`src/rtl/frnq_pkg.sv`:
```
// shared constants, types and helpers of the fixed-radius neighbor query block
`default_nettype none
package frnq_pkg;

	localparam int NODES      = 64;
	localparam int COORD_BITS = 16;

	localparam int IDX_W     = 6;
	localparam int CELL_W    = 8;
	localparam int FIELD_W   = 16;
	localparam int CUT_W     = 34;
	localparam int CNT_W     = 7;
	localparam int CFG_IDX_W = 1;
	localparam int ADDR_W    = $clog2(NODES);

	localparam int MAG_W  = COORD_BITS + 1;
	localparam int PROD_W = 2 * MAG_W;
	localparam int SUM_W  = PROD_W + 2;
	localparam int CMP_W  = (SUM_W > CUT_W) ? SUM_W : CUT_W;

	localparam logic [CFG_IDX_W-1:0] REG_CUTOFF_SQ  = 1'd0;
	localparam logic [CFG_IDX_W-1:0] REG_NODE_COUNT = 1'd1;

	localparam logic OP_WRITE = 1'b0;
	localparam logic OP_QUERY = 1'b1;

	localparam logic [1:0] AXIS_X = 2'd0;
	localparam logic [1:0] AXIS_Y = 2'd1;
	localparam logic [1:0] AXIS_Z = 2'd2;

	typedef logic [COORD_BITS-1:0] coord_t;

	typedef struct packed {
		logic [CELL_W-1:0] owner;
		coord_t            x;
		coord_t            y;
		coord_t            z;
	} node_t;

	typedef struct packed {
		logic       en;
		logic       first;
		logic [1:0] axis;
	} dist_ctrl_t;

	function automatic coord_t coord_from_field(input logic [FIELD_W-1:0] v);
		logic signed [31:0] ext;
		ext = 32'(signed'(v));
		return ext[COORD_BITS-1:0];
	endfunction

endpackage
`default_nettype wire

```
`src/rtl/frnq_node_mem.sv`:
```
// node table memory, one write port and one registered read port
`default_nettype none
module frnq_node_mem
	import frnq_pkg::*;
(
	input  wire logic              clk,
	input  wire logic              wr_en,
	input  wire logic [ADDR_W-1:0] wr_addr,
	input  wire node_t             wr_data,
	input  wire logic              rd_en,
	input  wire logic [ADDR_W-1:0] rd_addr,
	output node_t                  rd_data
);

	node_t mem [NODES];

	always_ff @(posedge clk) begin
		if (wr_en) begin
			mem[wr_addr] <= wr_data;
		end
	end

	always_ff @(posedge clk) begin
		if (rd_en) begin
			rd_data <= mem[rd_addr];
		end
	end

endmodule
`default_nettype wire

```
`src/rtl/frnq_dist_unit.sv`:
```
// shared squared-distance unit, one axis per cycle while ctrl.en is set, with accumulator
`default_nettype none
module frnq_dist_unit
	import frnq_pkg::*;
(
	input  wire logic             clk,
	input  wire dist_ctrl_t       ctrl,
	input  wire coord_t           q_x,
	input  wire coord_t           q_y,
	input  wire coord_t           q_z,
	input  wire coord_t           e_x,
	input  wire coord_t           e_y,
	input  wire coord_t           e_z,
	output logic [SUM_W-1:0]      dist_sum
);

	coord_t             a;
	coord_t             b;
	logic [MAG_W-1:0]   diff;
	logic [MAG_W-1:0]   mag;
	logic [PROD_W-1:0]  prod_q;
	logic [SUM_W-1:0]   acc_q;

	always_comb begin
		case (ctrl.axis)
			AXIS_X: begin
				a = q_x;
				b = e_x;
			end
			AXIS_Y: begin
				a = q_y;
				b = e_y;
			end
			AXIS_Z: begin
				a = q_z;
				b = e_z;
			end
			default: begin
				a = q_x;
				b = e_x;
			end
		endcase
		diff = {a[COORD_BITS-1], a} - {b[COORD_BITS-1], b};
		mag  = diff[MAG_W-1] ? (~diff + 1'b1) : diff;
	end

	always_ff @(posedge clk) begin
		if (ctrl.en) begin
			prod_q <= mag * mag;
			acc_q  <= ctrl.first ? '0 : (acc_q + SUM_W'(prod_q));
		end
	end

	assign dist_sum = acc_q + SUM_W'(prod_q);

endmodule
`default_nettype wire

```
`src/rtl/fixed_radius_neighbor_query.sv`:
```
// top level: node table, query sequencer and result register
//
// channel  dir  handshake            payload
// in       in   in_valid / in_ready  op, index, cell_id, pos_x, pos_y, pos_z
// out      out  out_valid / out_ready neighbor_index, found, last
// cfg      in   cfg_we               cfg_index, cfg_wdata
//
// a write is stored on its transfer; a query loads the queried entry, then scans each active entry
// through AX0, AX1, AX2 and CMP, set by the single multiplier that squares one axis a cycle
// in_ready is low from a query transfer until its last result is in the output register
// a full output register stalls the scan at the next match
// reset clears control and configuration; the node table holds no reset value
`default_nettype none
module fixed_radius_neighbor_query
	import frnq_pkg::*;
(
	input  wire logic                 clk,
	input  wire logic                 arst_n,
	input  wire logic                 cfg_we,
	input  wire logic [CFG_IDX_W-1:0] cfg_index,
	input  wire logic [CUT_W-1:0]     cfg_wdata,
	input  wire logic                 in_valid,
	output logic                      in_ready,
	input  wire logic                 op,
	input  wire logic [IDX_W-1:0]     index,
	input  wire logic [CELL_W-1:0]    cell_id,
	input  wire logic [FIELD_W-1:0]   pos_x,
	input  wire logic [FIELD_W-1:0]   pos_y,
	input  wire logic [FIELD_W-1:0]   pos_z,
	output logic                      out_valid,
	input  wire logic                 out_ready,
	output logic [IDX_W-1:0]          neighbor_index,
	output logic                      found,
	output logic                      last
);

	localparam logic [2:0] S_IDLE   = 3'd0;
	localparam logic [2:0] S_QLOAD  = 3'd1;
	localparam logic [2:0] S_AX0    = 3'd2;
	localparam logic [2:0] S_AX1    = 3'd3;
	localparam logic [2:0] S_AX2    = 3'd4;
	localparam logic [2:0] S_CMP    = 3'd5;
	localparam logic [2:0] S_FINISH = 3'd6;

	logic [2:0]        state_q;
	logic [2:0]        state_d;
	logic [CUT_W-1:0]  cutoff_sq_q;
	logic [CNT_W-1:0]  node_count_q;
	logic [CNT_W-1:0]  active;
	logic [ADDR_W-1:0] k_q;
	logic              pend_valid_q;
	logic [ADDR_W-1:0] pend_idx_q;
	logic [CELL_W-1:0] q_cell_q;
	coord_t            q_x_q;
	coord_t            q_y_q;
	coord_t            q_z_q;
	logic              out_valid_q;
	logic [IDX_W-1:0]  out_idx_q;
	logic              out_found_q;
	logic              out_last_q;

	logic              in_xfer;
	logic              idx_ok;
	logic              out_free;
	logic              mem_we;
	node_t             wr_node;
	logic              rd_en;
	logic [ADDR_W-1:0] rd_addr;
	node_t             rd_data;
	dist_ctrl_t        dctrl;
	logic [SUM_W-1:0]  dist_sum;
	logic              match;
	logic              k_end;
	logic              cmp_go;
	logic              emit;
	logic [IDX_W-1:0]  emit_idx;
	logic              emit_found;
	logic              emit_last;

	assign in_ready = (state_q == S_IDLE);
	assign in_xfer  = in_valid && in_ready;
	assign idx_ok   = (CNT_W'(index) < CNT_W'(NODES));
	assign out_free = !out_valid_q || out_ready;
	assign active   = (node_count_q > CNT_W'(NODES)) ? CNT_W'(NODES) : node_count_q;
	assign k_end    = ((CNT_W'(k_q) + 1'b1) == active);

	assign mem_we  = in_xfer && (op == OP_WRITE) && idx_ok;
	assign wr_node = '{owner: cell_id, x: coord_from_field(pos_x),
		y: coord_from_field(pos_y), z: coord_from_field(pos_z)};

	frnq_node_mem u_mem (
		.clk     (clk),
		.wr_en   (mem_we),
		.wr_addr (index[ADDR_W-1:0]),
		.wr_data (wr_node),
		.rd_en   (rd_en),
		.rd_addr (rd_addr),
		.rd_data (rd_data)
	);

	always_comb begin
		dctrl = '{en: 1'b0, first: 1'b0, axis: AXIS_X};
		case (state_q)
			S_AX0:   dctrl = '{en: 1'b1, first: 1'b1, axis: AXIS_X};
			S_AX1:   dctrl = '{en: 1'b1, first: 1'b0, axis: AXIS_Y};
			S_AX2:   dctrl = '{en: 1'b1, first: 1'b0, axis: AXIS_Z};
			default: dctrl = '{en: 1'b0, first: 1'b0, axis: AXIS_X};
		endcase
	end

	frnq_dist_unit u_dist (
		.clk      (clk),
		.ctrl     (dctrl),
		.q_x      (q_x_q),
		.q_y      (q_y_q),
		.q_z      (q_z_q),
		.e_x      (rd_data.x),
		.e_y      (rd_data.y),
		.e_z      (rd_data.z),
		.dist_sum (dist_sum)
	);

	assign match  = (rd_data.owner != q_cell_q) && (CMP_W'(dist_sum) < CMP_W'(cutoff_sq_q));
	assign cmp_go = !(match && pend_valid_q) || out_free;

	always_comb begin
		state_d    = state_q;
		rd_en      = 1'b0;
		rd_addr    = k_q;
		emit       = 1'b0;
		emit_idx   = IDX_W'(pend_idx_q);
		emit_found = 1'b1;
		emit_last  = 1'b0;
		case (state_q)
			S_IDLE: begin
				if (in_xfer && (op == OP_QUERY)) begin
					if (idx_ok) begin
						rd_en   = 1'b1;
						rd_addr = index[ADDR_W-1:0];
						state_d = S_QLOAD;
					end else begin
						state_d = S_FINISH;
					end
				end
			end
			S_QLOAD: begin
				if (active == '0) begin
					state_d = S_FINISH;
				end else begin
					rd_en   = 1'b1;
					rd_addr = '0;
					state_d = S_AX0;
				end
			end
			S_AX0: state_d = S_AX1;
			S_AX1: state_d = S_AX2;
			S_AX2: state_d = S_CMP;
			S_CMP: begin
				if (cmp_go) begin
					emit = match && pend_valid_q;
					if (k_end) begin
						state_d = S_FINISH;
					end else begin
						rd_en   = 1'b1;
						rd_addr = k_q + 1'b1;
						state_d = S_AX0;
					end
				end
			end
			S_FINISH: begin
				if (out_free) begin
					emit       = 1'b1;
					emit_idx   = pend_valid_q ? IDX_W'(pend_idx_q) : '0;
					emit_found = pend_valid_q;
					emit_last  = 1'b1;
					state_d    = S_IDLE;
				end
			end
			default: state_d = S_IDLE;
		endcase
	end

	always_ff @(posedge clk or negedge arst_n) begin
		if (!arst_n) begin
			state_q      <= S_IDLE;
			cutoff_sq_q  <= '0;
			node_count_q <= '0;
			k_q          <= '0;
			pend_valid_q <= 1'b0;
			out_valid_q  <= 1'b0;
		end else begin
			state_q <= state_d;
			if (cfg_we) begin
				case (cfg_index)
					REG_CUTOFF_SQ:  cutoff_sq_q  <= cfg_wdata;
					REG_NODE_COUNT: node_count_q <= cfg_wdata[CNT_W-1:0];
					default: ;
				endcase
			end
			if (state_q == S_QLOAD) begin
				k_q          <= '0;
				pend_valid_q <= 1'b0;
			end else if ((state_q == S_CMP) && cmp_go) begin
				k_q <= k_q + 1'b1;
				if (match) begin
					pend_valid_q <= 1'b1;
				end
			end else if ((state_q == S_FINISH) && out_free) begin
				pend_valid_q <= 1'b0;
			end
			if (emit) begin
				out_valid_q <= 1'b1;
			end else if (out_ready) begin
				out_valid_q <= 1'b0;
			end
		end
	end

	always_ff @(posedge clk) begin
		if (state_q == S_QLOAD) begin
			q_cell_q <= rd_data.owner;
			q_x_q    <= rd_data.x;
			q_y_q    <= rd_data.y;
			q_z_q    <= rd_data.z;
		end
		if ((state_q == S_CMP) && cmp_go && match) begin
			pend_idx_q <= k_q;
		end
		if (emit) begin
			out_idx_q   <= emit_idx;
			out_found_q <= emit_found;
			out_last_q  <= emit_last;
		end
	end

	assign out_valid      = out_valid_q;
	assign neighbor_index = out_idx_q;
	assign found          = out_found_q;
	assign last           = out_last_q;

`ifndef SYNTHESIS
	a_nomatch_is_last: assert property (@(posedge clk) disable iff (!arst_n)
		(out_valid && !found) |-> last)
		else $error("no-match result without last");

	a_query_blocks_input: assert property (@(posedge clk) disable iff (!arst_n)
		(in_valid && in_ready && (op == OP_QUERY)) |=> !in_ready)
		else $error("input taken while a query is in progress");

	a_idle_no_pending: assert property (@(posedge clk) disable iff (!arst_n)
		(state_q == S_IDLE) |-> !pend_valid_q)
		else $error("pending match left over after query");
`endif

endmodule
`default_nettype wire

```
`config.mk`:
```
export PLATFORM = sky130hd
export DESIGN_NAME = fixed_radius_neighbor_query
export DESIGN_NICKNAME = d
export VERILOG_FILES = /design/src/rtl/frnq_pkg.sv /design/src/rtl/frnq_node_mem.sv /design/src/rtl/frnq_dist_unit.sv /design/src/rtl/fixed_radius_neighbor_query.sv
export SDC_FILE = /design/constraint.sdc
export NUM_CORES = 2
export LEC_CHECK = 0
export BUFFER_PORTS_ARGS = -buffer_cell sky130_fd_sc_hd__buf_2
export CAP_MARGIN = 25
export CORE_ASPECT_RATIO = 0.7
export CORE_MARGIN = 2
export CORE_UTILIZATION = 57
export CTS_CLUSTER_SIZE = 10
export DETAILED_ROUTE_END_ITERATION = 16
export PLACE_DENSITY = 0.87
export SLEW_MARGIN = 20
export SYNTH_ARGS = -nofsm -noshare
export SYNTH_HDL_FRONTEND = slang
export SYNTH_HIERARCHICAL = 1
export SYNTH_SLANG_ARGS = --single-unit
export TNS_END_PERCENT = 100
```
`constraint.sdc`:
```
create_clock -name clk -period 10.5 [get_ports clk]
set_input_delay 0.525 -clock clk [delete_from_list [all_inputs] [get_ports clk]]
set_output_delay 0.525 -clock clk [all_outputs]
set_load 0.005 [all_outputs]
```
# --- Word level (Yosys, flattened, before mapping) ---
# Memory sizes are Yosys's and may differ from the RTL's. A register that Yosys moved wholly into a read port is not among the register bits.
# Cells that the tools add are included.
word_totals:
  ff_bits: 192
  latchBits: 0
  ram_bits: 3584
  mem_bits_ro: 0
  input_bits: 103
  out_inout_bits: 10
  n_memories: 1
mem_list:
  columns: ["memory", "depth", "word_bits", "read_ports", "rd_ports_with_merged_regs", "wr", "line", "source"]
  rows:
  - ["u_mem.mem", 64, 56, 1, 1, 1, "frnq_node_mem.sv:15", "node_t mem [NODES];"]
op_classes:
  add_sub_neg: 5
  mul: 1
  div: 0
  n_lt_le_gt_ge: 2
  n_eq_ne: 14
  n_shift: 0
  muxes: 37
  n_bitwise: 3
  n_reduce_logical: 22
op_table:
  columns: ["operator", "n"]
  rows:
  - ["$pmux W16 S2", 2]
  - ["$mux W6", 9]
  - ["$add A36 B34 Y36", 1]
  - ["$lt A36 B34 Y1", 1]
  - ["$mul A17 B17 Y34", 1]
  - ["$pmux W3 S7", 1]
  - ["$pmux W6 S3", 1]
  - ["$add A17 B1 Y17 const B", 1]
  - ["$mux W17", 1]
  - ["$not A17 Y17", 1]
  - ["$sub A16 B16 Y17", 1]
  - ["$mux W3", 5]
  - ["$mux W1", 14]
  - ["$pmux W4 S3", 1]
  - ["$eq A3 B3 Y1 const B", 3]
  - ["$logic_and A1 B1 Y1", 8]
  - ["$ne A8 B8 Y1", 1]
  - ["$reduce_and A2 Y1", 4]
  - ["$add A6 B1 Y7 const B", 1]
  - ["$eq A7 B7 Y1", 1]
  - ["$gt A7 B7 Y1 const B", 1]
  - ["$logic_not A7 Y1", 1]
  - ["$mux W7", 1]
  - ["$add A6 B1 Y6 const B", 1]
  - ["other kinds (16)", 22]

# --- Longest topological paths before layout ---
logic_depth:
  word_depth: 9
  depth_mapped: 45

# --- By module ---
# Netlist, hierarchy kept.
by_module_without_submodules:
  columns: ["module", "instances", "cells_per_inst", "area_per_inst_um2"]
  rows:
  - ["frnq_node_mem", 1, 5949, 137544.4]
  - ["frnq_dist_unit", 1, 1505, 13694.4]
  - ["fixed_radius_neighbor_query", 1, 485, 5698.0]

# --- Worst setup path after synthesis ---
# OpenSTA, ideal clock, no wires.
synth_path:
  path_type: "register to register"
  startpoint: "register state_q[1]"
  endpoint: "register u_dist.prod_q[32] (data pin)"
  setup_ps: 137
  arrival_ps: 10426
  required_time_ps: 10363
  setup_slack_ps: -64
  stages_incl_launch_ff: 45
  synth_period_minus_slack_ps: 10564
  cell_sequence: "dfrtp_1 > buf_1 > and3b_1 > inv_1 > ha_1 > clkbuf_1 > clkbuf_1 > nand2_1 > o21ai_0 > ha_1 > inv_1 > fa_1 > a211oi_2 > o21ai_1 > a311o_1 > a31o_2 > a21oi_2 > o21bai_1 > [... 9 more ...] > fa_1 > inv_1 > fa_1 > fa_1 > inv_1 > fa_1 > inv_1 > ha_1 > a21o_1 > a21o_1 > a21oi_1 > nand3b_1 > o21ai_1 > a31oi_1 > o31ai_1 > a21oi_1 > or4_1 > nand4_1"
synth_lines:
  columns: ["item", "line", "source"]
  rows:
  - ["start, declared", "fixed_radius_neighbor_query.sv:45", "logic [2:0] state_q;"]
  - ["start signal, assigned", "fixed_radius_neighbor_query.sv:192", "state_q <= state_d;"]
  - ["end signal, assigned", "frnq_dist_unit.sv:49", "prod_q <= mag * mag;"]
  - ["end, declared", "frnq_dist_unit.sv:21", "logic [PROD_W-1:0] prod_q;"]

==> impl_metrics.csv <==
group,metric,value,unit
grt,grt_use_total,35.88,%
grt,grt_pass1_vias,92402,
routing,wl_per_cell,41.30,µm
finish,syn_to_final_growth,12.41,%
clock_network,clockBufferDepth,4,
timing,setup_violations,0,
timing,period_share,96.14,%
timing,max_freq,99.07,MHz
worst_setup_path,crit_path_top_delay_cell,"fa_1",
hold_path,hold_path_depth,1,
synth,synth_async_sr_flop_share,1.357,%
placed_design,gp_congestion,0.8912,
floorplan,start_util,57.20,%
routing,ant_nets,0,
outcome,status,"complete, no violations",
finish,num-fill-cells,16757,
synth,ys_ff_latch,3831,
worst_setup_path,required,11.27,ns
hold_path,hold_start,"pos_z[2]",
worst_setup_path,reg2reg_to,"u_dist/prod_q[32]$_DFFE_PP_",
placed_design,port_buffers,112,
worst_setup_path,r2r_slack,0.41,ns
routing,drc,0,
synth,ys_seq_area_share,73.14,%
floorplan,die_h,443.0,µm
timing,finalMaxSlewViolations,0,
placed_design,dpl.hpwl,257.3,mm
clock_network,cts-root-buf,"clkbuf_16",
clock_network,clkSlewWorstSetupHoldPaths,0.06,ns
finish,layout.nets,8996,
floorplan,placementRows,161,
timing,final-hold-violation-count,0,
grt,grt_max_degree,133,
synth,synth_edf_count,3779,
grt,grt_pass1_wl,698.7,mm
timing,relSlewSlack,14.47,%
timing,post-route-min-period,10.09,ns
routing,wl,505.6,mm
routing,first_iter_violations,17971,
placed_design,dp_slack,0.1010,ns
floorplan,fp.dieW,631.2,µm
routing,routed-via-count,91170,
synth,synth_cell_type_count,103,
worst_setup_path,r2r_cells,40,
worst_setup_path,cpMostUsedCell,"fa_1",
timing,fin_worst_skew,0.1105,ns
timing,fin_ws,0.4058,ns
routing,first_pass_iters,9,
clock_network,htreeDepth,5,
clock_network,clkSinkCount,3831,
floorplan,dieArea,0.2796,mm²
floorplan,core-area,0.2744,mm²
worst_setup_path,critPathCaptureType,"flop",
grt,grt-ovfl-total,0,
floorplan,ioPinCount,113,
synth,yosysWarnings,6,
finish,drive_above_1_share,23.17,%
worst_setup_path,cp_max_fo,17,
worst_setup_path,critical_path.max_stage_delay,0.57,ns
routing,post_drt_via_cell_ratio,7.446,
run,cap_violations,0,
worst_setup_path,criticalPathCategory,"reg -> reg",
worst_setup_path,crit_arrival,10.87,ns
hold_path,hold-path-endpoint,"u_mem/mem[31][2]$_DFFE_PP_",
timing,worst_pin_slew,1.283,ns
clock_network,cts_tree,"built",
hold_path,min_path_type,"in -> reg",
synth,synthCells,7939,
synth,synthesis.area,0.1569,mm²
worst_setup_path,critPathLaunchType,"flop",
synth,synth_flop_cell,"edfxtp_1",
grt,grt_antenna_before_repair,40,
synth,synth_area_per_cell,19.77,µm²
clock_network,cts_buffers,428,
clock_network,insertion_delay,1.01,ns
worst_setup_path,r2r_start,"state_q[0]$_DFFE_PN0P_",
through the flow:
stage | TNS, ns | hold WS (ns) | std cells | instance area, µm² | utilization (%)
after CTS | 0 | 0.01978 | 12181 | 175300 | 63.90
after global placement | 0 | 0.4434 | 11660 | 163400 | 59.56
after detailed placement | 0 | 0.4425 | 11669 | 163600 | 59.63
after global routing | -0.2179 | 0.001536 | 12229 | 176400 | 64.28
after floorplan | 0 | 0.2294 | 7949 | 157000 | -
final | 0 | 0.004001 | 12244 | 176400 | 64.30
final cells by class:
cell class / count / area [µm²] / area share, %
clock buffer: 447 / 10840 / 6.147
sequential: 3831 / 114800 / 65.07
antenna: 21 / 52.55 / 0.02979
clock inverter: 29 / 514.2 / 0.2915
tap: 3667 / 4588 / 2.601
inverter: 318 / 1196 / 0.6781
multi-input combinational: 3398 / 39720 / 22.52
timing repair buffer: 533 / 4710 / 2.670
registers in the layout, indices dropped and copies added, names as in the netlist:
| signal | count |
|---|---|
| u_mem/mem | 3584 |
| u_mem/rd_data | 56 |
| u_dist/acc_q | 36 |
| cutoff_sq_q | 34 |
| u_dist/prod_q | 33 |
| q_x_q | 16 |
| q_y_q | 16 |
| q_z_q | 16 |
| q_cell_q | 8 |
| node_count_q | 7 |
| k_q | 6 |
| neighbor_index | 6 |
| pend_idx_q | 6 |
| state_q | 3 |
| found | 1 |
| last | 1 |
| out_valid | 1 |
| pend_valid_q | 1 |
synthesized netlist by cell type (21+ instances only):
cell type     n  area, µm²
nand2_1     252      945.9
clkbuf_1    163      611.8
o21ai_1      30      150.1
ha_1        191       2390
o21a_1       50      375.4
a21oi_1     114      570.6
a211oi_1     41      307.8
o221ai_1     58      508.0
a311oi_1     24      210.2
nor2_1      232      870.8
buf_2       116      580.6
mux4_2      803      18080
a22oi_1     107      803.3
xor2_1       30      262.8
o21ai_0     134      670.6
buf_4        72      540.5
and3_1       21      131.4
inv_1       308       1156
and2_1       36      225.2
o22ai_1     253       1583
mux2i_1     224       2242
nor3_1       27      135.1
xnor2_1      69      604.3
nand2b_1     32      200.2
buf_6        30      337.8
nor4_1       40      250.2
mux2_2       39      439.2
dfrtp_1      52       1301
nor2b_1      67      419.2
edfxtp_1   3779     113500
nand3_1      53      265.3
nand4_1      36      225.2
fa_1        192       3844
a21o_1       22      165.2
cells by family (layout without fill, tap and decap cells):
logic type               Yosys count  after routing  synth area share [%]
flip-flops                      3831           3831                 73.14
multiplexers                    1067           1067                 13.24
AO/OA/AOI/OAI                    976            976                 4.218
AND/OR/NAND/NOR                  854            854                 2.646
buffers and inverters            720           1327                 2.153
adder cells (fa/ha/maj)          383            383                 3.972
XOR/XNOR                         106            106                0.6298
other                              2             33              0.004785
routing by layer:
layer  GRT usage, %  vias up  part of all wire, %
met5              0        -                0.083
met4          22.71       36                  7.9
met2          52.95    10291                   44
met1          44.86    45016                   30
li1               -    33184                    -
met3          13.89     2643                   17
what timing repair did:
action                     4_1_cts  5_1_grt
buffers inserted                 0        6
resized for setup                0       60
hold buffers                    36       13
setup endpoints to repair        0       11
hold endpoints to repair        94      165
worst max path at each step:
stage / start / cells after the start / endpoint / slack (ns)
floorplan: state_q[2]$_DFFE_PN0P_ / 44 / u_dist/prod_q[32]$_DFFE_PP_ / 0.02
global placement: state_q[0]$_DFFE_PN0P_ / 43 / u_dist/prod_q[32]$_DFFE_PP_ / 0.19
detailed placement: state_q[0]$_DFFE_PN0P_ / 43 / u_dist/prod_q[32]$_DFFE_PP_ / 0.10
CTS: state_q[0]$_DFFE_PN0P_ / 39 / u_dist/prod_q[32]$_DFFE_PP_ / 0.08
global route: state_q[0]$_DFFE_PN0P_ / 40 / u_dist/prod_q[32]$_DFFE_PP_ / -0.11
finish: state_q[0]$_DFFE_PN0P_ / 40 / u_dist/prod_q[32]$_DFFE_PP_ / 0.41
placed cells by master, fill, tap and decap left out, types with 24 or more instances in the layout:
cell / count
nor2b_1: 61
a21oi_1: 104
nor4_1: 37
edfxtp_1: 3779
mux4_2: 803
nand3_1: 52
o221ai_1: 58
nand4_1: 36
o22ai_1: 253
dlygate4sd3_1: 49
mux2_2: 39
nand2b_1: 26
fa_1: 190
nand2_1: 246
a22oi_1: 106
buf_12: 50
nor2_4: 65
xor2_1: 29
buf_4: 340
nor3_1: 24
xnor2_1: 68
o21a_1: 50
inv_1: 305
dfrtp_1: 52
and2_1: 35
buf_2: 81
nor2_1: 161
o21ai_1: 31
a211oi_1: 41
clkbuf_16: 430
o21ai_0: 130
ha_1: 186
mux2i_1: 223
worst max-delay path: cells and delay by family, from the launching register on:
kind | cells | cell delay (ns)
fa+ha+maj | 9 | 3.84
simple gates | 10 | 2.51
compound gates | 11 | 2.08
buf+inv | 8 | 0.88
flops | 1 | 0.35
xor+xnor | 2 | 0.31
Power is left out: the tool's default activity adds up to more than one toggle a clock period on the data nets, which glitch-free logic cannot reach.
